<file path="src/rtl/core/kpt_pkg.sv">
// ----------------------------------------------------------------------------
// kpt_pkg
// Shared types and constants for the keyed pair table: the command and result
// words, the operation and status codes, and the word that travels the cells.
// ----------------------------------------------------------------------------
package kpt_pkg;

    localparam int TABLE_ENTRIES = 128;
    localparam int IDX_W         = $clog2(TABLE_ENTRIES);
    localparam int OP_W          = 3;
    localparam int KEY_W         = 20;
    localparam int TAG_W         = 64;

    localparam logic [OP_W-1:0] OP_ADD    = 3'd0;
    localparam logic [OP_W-1:0] OP_MODIFY = 3'd1;
    localparam logic [OP_W-1:0] OP_REMOVE = 3'd2;
    localparam logic [OP_W-1:0] OP_GET    = 3'd3;
    localparam logic [OP_W-1:0] OP_FIND   = 3'd4;
    localparam logic [OP_W-1:0] OP_CLOSE  = 3'd5;

    typedef enum logic [1:0] {
        ST_OK        = 2'd0,
        ST_NOT_FOUND = 2'd1,
        ST_DUPLICATE = 2'd2,
        ST_FULL      = 2'd3
    } t_status;

    typedef struct packed {
        logic [OP_W-1:0]  operation;
        logic [KEY_W-1:0] group_key;
        logic [KEY_W-1:0] member_key;
        logic [TAG_W-1:0] tag_value;
    } t_cmd_word;

    typedef struct packed {
        t_status          status;
        logic [TAG_W-1:0] tag_out;
        logic [KEY_W-1:0] member_out;
    } t_result_word;

    // The command as it moves along the cells. A get overwrites tag with the
    // matched tag and a find overwrites member with the matched member.
    typedef struct packed {
        logic             valid;
        logic [OP_W-1:0]  op;
        logic [KEY_W-1:0] group;
        logic [KEY_W-1:0] member;
        logic [TAG_W-1:0] tag;
        logic             hit;
        logic             free_seen;
        logic [IDX_W-1:0] free_idx;
    } t_carry;

    // Write of a new pair into the first free cell once an add has passed.
    typedef struct packed {
        logic             en;
        logic [IDX_W-1:0] idx;
        logic [KEY_W-1:0] group;
        logic [KEY_W-1:0] member;
        logic [TAG_W-1:0] tag;
    } t_commit;

endpackage

</file>
<file path="src/rtl/core/kpt_cell.sv">
// ----------------------------------------------------------------------------
// kpt_cell
// One table slot. Compares the passing command against its entry, acts on the
// first match (a close clears every entry of its member), and registers the command for the next cell.
// ----------------------------------------------------------------------------
module kpt_cell (
    input  logic                      i_clk,
    input  logic                      i_rst_n,
    input  logic [kpt_pkg::IDX_W-1:0] i_index,
    input  kpt_pkg::t_carry           i_carry,
    input  kpt_pkg::t_commit          i_commit,
    output kpt_pkg::t_carry           o_carry
);

    logic                      r_valid;
    logic [kpt_pkg::KEY_W-1:0] r_group;
    logic [kpt_pkg::KEY_W-1:0] r_member;
    logic [kpt_pkg::TAG_W-1:0] r_tag;
    kpt_pkg::t_carry           r_carry;

    logic                      n_valid;
    logic [kpt_pkg::TAG_W-1:0] n_tag;
    kpt_pkg::t_carry           n_carry;

    logic pair_match;
    logic find_match;
    logic commit_here;

    assign pair_match  = r_valid && (r_group == i_carry.group)
                         && (r_member == i_carry.member);
    assign find_match  = r_valid && (r_group == i_carry.group) && (r_tag == i_carry.tag);
    assign commit_here = i_commit.en && (i_commit.idx == i_index);

    always_comb begin
        n_carry = i_carry;
        n_valid = r_valid;
        n_tag   = r_tag;
        if (i_carry.valid) begin
            unique case (i_carry.op)
                kpt_pkg::OP_ADD: begin
                    if (pair_match) begin
                        n_carry.hit = 1'b1;
                    end
                    if (!r_valid && !i_carry.free_seen) begin
                        n_carry.free_seen = 1'b1;
                        n_carry.free_idx  = i_index;
                    end
                end
                kpt_pkg::OP_MODIFY: begin
                    if (pair_match && !i_carry.hit) begin
                        n_carry.hit = 1'b1;
                        n_tag       = i_carry.tag;
                    end
                end
                kpt_pkg::OP_REMOVE: begin
                    if (pair_match && !i_carry.hit) begin
                        n_carry.hit = 1'b1;
                        n_valid     = 1'b0;
                    end
                end
                kpt_pkg::OP_GET: begin
                    if (pair_match && !i_carry.hit) begin
                        n_carry.hit = 1'b1;
                        n_carry.tag = r_tag;
                    end
                end
                kpt_pkg::OP_FIND: begin
                    if (find_match && !i_carry.hit) begin
                        n_carry.hit    = 1'b1;
                        n_carry.member = r_member;
                    end
                end
                kpt_pkg::OP_CLOSE: begin
                    if (r_valid && (r_member == i_carry.member)) begin
                        n_valid = 1'b0;
                    end
                end
                default: begin
                end
            endcase
        end
    end

    always_ff @(posedge i_clk) begin
        if (!i_rst_n) begin
            r_valid       <= 1'b0;
            r_carry.valid <= 1'b0;
        end else begin
            // A commit never meets a passing command: only one word is in flight.
            if (commit_here) begin
                r_valid <= 1'b1;
            end else begin
                r_valid <= n_valid;
            end
            r_carry <= n_carry;
        end
        if (commit_here) begin
            r_group  <= i_commit.group;
            r_member <= i_commit.member;
            r_tag    <= i_commit.tag;
        end else begin
            r_tag <= n_tag;
        end
    end

    assign o_carry = r_carry;

endmodule

</file>
<file path="config.mk">
export PLATFORM = sky130hd
export DESIGN_NAME = kpt_cell
export DESIGN_NICKNAME = d
export VERILOG_FILES = /design/src/rtl/core/kpt_pkg.sv /design/src/rtl/core/kpt_cell.sv
export SDC_FILE = /design/constraint.sdc
export NUM_CORES = 1
export LEC_CHECK = 0
export ABC_AREA = 1
export BUFFER_PORTS_ARGS = -buffer_cell sky130_fd_sc_hd__buf_2
export CAP_MARGIN = 5
export CORE_MARGIN = 1.5
export CORE_UTILIZATION = 30
export CTS_CLUSTER_SIZE = 25
export DETAILED_ROUTE_END_ITERATION = 10
export GPL_TIMING_DRIVEN = 0
export PLACE_DENSITY_LB_ADDON = 0.1
export SLEW_MARGIN = 30
export SYNTH_ARGS = -nofsm -noshare
export SYNTH_HDL_FRONTEND = slang
export SYNTH_SLANG_ARGS = --single-unit
</file>
<file path="constraint.sdc">
create_clock -name i_clk -period 3.8 [get_ports i_clk]
set_input_delay 0.38 -clock i_clk [delete_from_list [all_inputs] [get_ports i_clk]]
set_output_delay 0.38 -clock i_clk [all_outputs]
set_load 0.01 [all_outputs]
</file>
== Word-level counts from Yosys, hierarchy flattened ==
Index checks and enable logic that the tools add are counted.

* Eq/ne operators: 11
* Muxes and demuxes: 20
* Reduce and logical (&&, ||, !) cells: 19

{| class="wikitable"
|+ Operators with widths
! operator !! count
|-
| $mux 64 || 5
|-
| $mux 93 || 1
|-
| $mux 65 || 1
|-
| $eq 64x64->1 || 1
|-
| $eq 20x20->1 || 2
|-
| $mux 20 || 2
|-
| $mux 8 || 2
|-
| $logic_and 1x1->1 || 8
|-
| $eq 7x7->1 || 1
|-
| $mux 1 || 7
|-
| $eq 3x2->1 const B || 2
|-
| $eq 3x3->1 const B || 2
|-
| $ne 3x3->1 const B || 2
|-
| $reduce_bool 2->1 || 3
|-
| $pmux 1 s4 || 1
|-
| $reduce_and 4->1 || 1
|-
| $eq 3x1->1 const B || 1
|-
| $logic_not 1->1 || 3
|-
| $logic_not 3->1 || 1
|-
| $reduce_and 3->1 || 1
|-
| $reduce_bool 3->1 || 1
|-
| $pmux 1 s2 || 1
|-
| $reduce_or 2->1 || 1
|}

* Register bits: 222
* Input port bits: 238
* Output and inout port bits: 117
* Logic and storage cells: 62

== Longest topological paths before layout ==
* Depth after elaboration: 8
* Mapped depth: 16
* Depth with buffers taken out: 16

== Least setup slack after synthesis ==
OpenSTA, ideal clock, no wires.

* Kind: flip-flop to flip-flop
* Start: register r_member[14] (netlist name)
* End: register r_tag[0] (netlist name), enable pin
* Library setup time: 424 ps
* Arrival time: 2,947 ps
* Data required time: 3,376 ps
* Setup slack: 430 ps
* Cell stages (with the launch flop): 11
* Buffers on the path: 1
* Period minus slack after synthesis: 3,370 ps
* Cells stage by stage: edfxtp_1 > xnor2_1 > nand2_1 > nor2_1 > nand2_1 > nor2_1 > inv_2 > nor4_4 > buf_2 > nand4_1 > nand2_1

* Longest elaborated chain between the ends: 5

{| class="wikitable"
|+ RTL lines
! what !! RTL line !! source
|-
| from (decl) || kpt_cell.sv:17 || <nowiki>logic [kpt_pkg::KEY_W-1:0] r_member;</nowiki>
|-
| from (signal assigned) || kpt_cell.sv:99 || <nowiki>r_member <= i_commit.member;</nowiki>
|-
| $eq 20x20->1 || kpt_cell.sv:30 || <nowiki>&& (r_member == i_carry.member);</nowiki>
|-
| $logic_and 1x1->1 || kpt_cell.sv:30 ||
|-
| $logic_and 1x1->1 || kpt_cell.sv:50 || <nowiki>if (pair_match && !i_carry.hit) begin</nowiki>
|-
| $reduce_bool 2->1 (no line) || -- ||
|-
| $reduce_and 3->1 (no line) || -- ||
|-
| to (signal assigned) || kpt_cell.sv:100 || <nowiki>r_tag <= i_commit.tag;</nowiki>
|-
| to (signal assigned) || kpt_cell.sv:102 || <nowiki>r_tag <= n_tag;</nowiki>
|-
| to (decl) || kpt_cell.sv:18 || <nowiki>logic [kpt_pkg::TAG_W-1:0] r_tag;</nowiki>
|}

Every way passes these cells.
A chain may end at the register's enable or synchronous reset.

== Final worst setup path ==
* Start: register r_member[9] (netlist name)
* End: register r_tag[41] (netlist name), enable pin

The elaborated chain is that of the path after synthesis.

==> flow_metrics.env <==
export IMPL_insertion_delay_ns=0.54
export IMPL_slowest_delay_ns=0.40
export IMPL_cts_made_buffers=27
export IMPL_die_x_um=192.5
export IMPL_yosysSeqAreaShare=0.6170
export IMPL_multi_input_area_sq_um=3391
export IMPL_power_w=0.005969
export IMPL_cts_buffer_depth=3
export IMPL_cts_root_buf="clkbuf_16"
export IMPL_arrival_ns=3.59
export IMPL_cts_sinks=222
export IMPL_synth_cell_types=27
export IMPL_cts_tree="built"
export IMPL_p_per_area_nw_per_um2=417.9
export IMPL_cts_clk_slew_worst_paths_ns=0.06
export IMPL_crit_path_frequent_cell="nand2_1"
export IMPL_slew_viol_final=0
export IMPL_rsz0062_at_grt="false"
export IMPL_wire_per_inst_um=17.43
export IMPL_synth_ff_type="edfxtp_1"
export IMPL_synthesis_area_sq_um=10770
export IMPL_fin_area_sq_um=14280
export IMPL_utilization=0.4025
export IMPL_finalWeightedCongestion=0.8016
export IMPL_ant_nets=0
export IMPL_grt_pass1_wl_um=51980
export IMPL_start_util=0.3036
export IMPL_hold_viol_final=0
export IMPL_route_detailed_drc=0
export IMPL_period_needed_ns=3.381
export IMPL_syn_nets=1429
export IMPL_worstPathMaxFanout=39
export IMPL_h_tree_depth=1
export IMPL_crit_type="register to register"
export IMPL_drive_above_1_share=0.2548
export IMPL_antenna_found_initial=6
export IMPL_end_kind="register"
export IMPL_dp_slack_ns=0.2475
export IMPL_ir_drop_mv=0.2881
export IMPL_grt_pass1_vias=8893
export IMPL_drtIter0Drc=456
export IMPL_synthToLayoutAreaGrowth_pct=32.58
export IMPL_worstHoldPathType="input port to register"
export IMPL_synthCells=1191
export IMPL_final_cell_count_no_fill=2082
export IMPL_regToRegSetupSlack_ns=0.42
export IMPL_reg2reg_depth=13
export IMPL_cap_viol_max_count=0
export IMPL_io_buffers=353
export IMPL_via_per_inst=4.417
export IMPL_worst_slack_ns=0.4194
export IMPL_grt_max_degree=78
export IMPL_async_flop_share=0
export IMPL_post_dp_cell_area_sq_um=13200
export IMPL_ys_warn_count=0
export IMPL_start_kind="register"
export IMPL_critical_path_cell_chain="inv_1, nand2_1, nand2_1, nand2_1, nor2_1, nand3_1, nor2_1, inv_2, nor4_4, buf_2, nand4_1, nand2_4, buf_16"
export IMPL_fin_skew_ns=0.009977
export IMPL_overflow=0
export IMPL_rows=69
export IMPL_die_area_sq_um=37050
export IMPL_holdPathStages=1
export IMPL_chipHeight_um=192.5
export IMPL_fmax_mhz=295.8
export IMPL_drt_pass1_iterations=5
export IMPL_setup_viol_count_final=0
export IMPL_io_pins=355
export IMPL_dp_cells=2007
export IMPL_final_seq_area_sq_um=6646
export IMPL_worst_pin_slew_ns=0.8642
export IMPL_slew_headroom=0.4239
export IMPL_p_leak_nw=6.725
export IMPL_post_cts_buffers=0
export IMPL_place_hpwl_um=26800
export IMPL_fillers=3654
export IMPL_drt_total_wl_um=36300
export IMPL_coreArea_sq_um=35480
export IMPL_nets=1837
export IMPL_postSynthAreaPerCell_sq_um=9.044
export IMPL_vias=9196
export IMPL_finalCritPeriodShare=0.8896
export IMPL_synth_edf_count=220
export IMPL_required_ns=4.01
export IMPL_grt_usage=0.1900
export IMPL_crit_slowest_cell="nor4_4"
export IMPL_synth_seq_cells=222
export IMPL_outcome="finished, final reports clean"
cell usage after synthesis, types with 5 or more instances:
cell type | number | area [sq um]
o21ai_0 | 119 | 595.6
o21ai_1 | 6 | 30.03
xnor2_1 | 20 | 175.2
edfxtp_1 | 220 | 6606
nand3_1 | 32 | 160.2
nand4_1 | 10 | 62.56
xor2_1 | 9 | 78.83
nor3_1 | 5 | 25.02
nand2_1 | 489 | 1836
nor2_1 | 69 | 259.0
clkbuf_1 | 24 | 90.09
inv_1 | 156 | 585.6
per-stage QoR:
stage	TNS, ns	hold WS, ns
4_1_cts	0	0.0002272
2_1_floorplan	0	0.4475
6_report	0	0.02432
3_5_place_dp	0	0.4939
5_1_grt	0	0.007799
3_3_place_gp	-99.81	0.4901
report_power, final:
| part | total (W) | switching (W) | internal, W |
|---|---|---|---|
| Clock | 0.00253 | 0.00103 | 0.00150 |
| Combinational | 0.000592 | 0.000337 | 0.000255 |
| Sequential | 0.00285 | 0.0000306 | 0.00282 |
final cells by class:
| cell class | count | area share |
|---|---|---|
| antenna | 4 | 0.0007009 |
| buffer | 34 | 0.01121 |
| clock buffer | 36 | 0.04968 |
| clock inverter | 11 | 0.008849 |
| inverter | 157 | 0.04127 |
| multi-input combinational | 778 | 0.2374 |
| sequential | 222 | 0.4654 |
| tap | 461 | 0.04039 |
| timing repair buffer | 379 | 0.1451 |
flip-flops by register name, indices dropped and copies added, names as in the netlist:
| register | flops |
|---|---|
| o_carry | 117 |
| r_tag | 64 |
| r_group | 20 |
| r_member | 20 |
| r_valid | 1 |
layout by cell type (no fill, tap or decap), types with 5 or more instances in the layout:
cell / instances
nor2_1: 69
clkbuf_1: 33
o21ai_1: 6
o21ai_0: 119
dlygate4sd3_1: 24
nand4_1: 10
nand2_1: 488
clkbuf_16: 27
edfxtp_1: 220
inv_1: 156
clkinv_2: 5
nand3_1: 32
buf_2: 354
xor2_1: 9
xnor2_1: 20
worst max-delay path, delay by kind of cell, from the launching register on:
| kind | cells | cell delay, ns |
|---|---|---|
| buffers and inverters | 4 | 0.87 |
| flip-flops | 1 | 0.39 |
| AND/OR/NAND/NOR | 9 | 1.73 |
kinds of logic (layout without fill, tap and decap cells):
group                  Yosys count  in the layout  share of synthesized area
flip-flops                     222            222                     0.6170
XOR/XNOR                        29             29                    0.02358
AND/OR/NAND/NOR                615            615                     0.2249
buffers and inverters          191            617                    0.06935
AO/OA/AOI/OAI                  132            132                    0.06307
other                            0              4                          0
multiplexers                     2              2                   0.002091
final timing paths:
| kind | endpoint | start |
|---|---|---|
| hold / removal | r_member[19] | i_commit[83] |
| setup / recovery | r_tag[41] | r_member[9] |
| setup reg to reg | r_tag[41] | r_member[9] |
| hold reg to reg | r_valid | r_valid |
repair_timing:
item | CTS | global route
endpoints found under the setup margin | 0 | 0
endpoints found under the hold margin | 24 | 0
hold buffers | 24 | 0
resized for setup | 0 | 0
routing by layer:
metal / GRT usage / routed length, um
met1: 0.2447 / 15790
met2: 0.3183 / 16970
met3: 0.04292 / 2596
met4: 0.05456 / 892
met5: 0 / 56
Note: power is estimated with default switching activity, not from simulation.
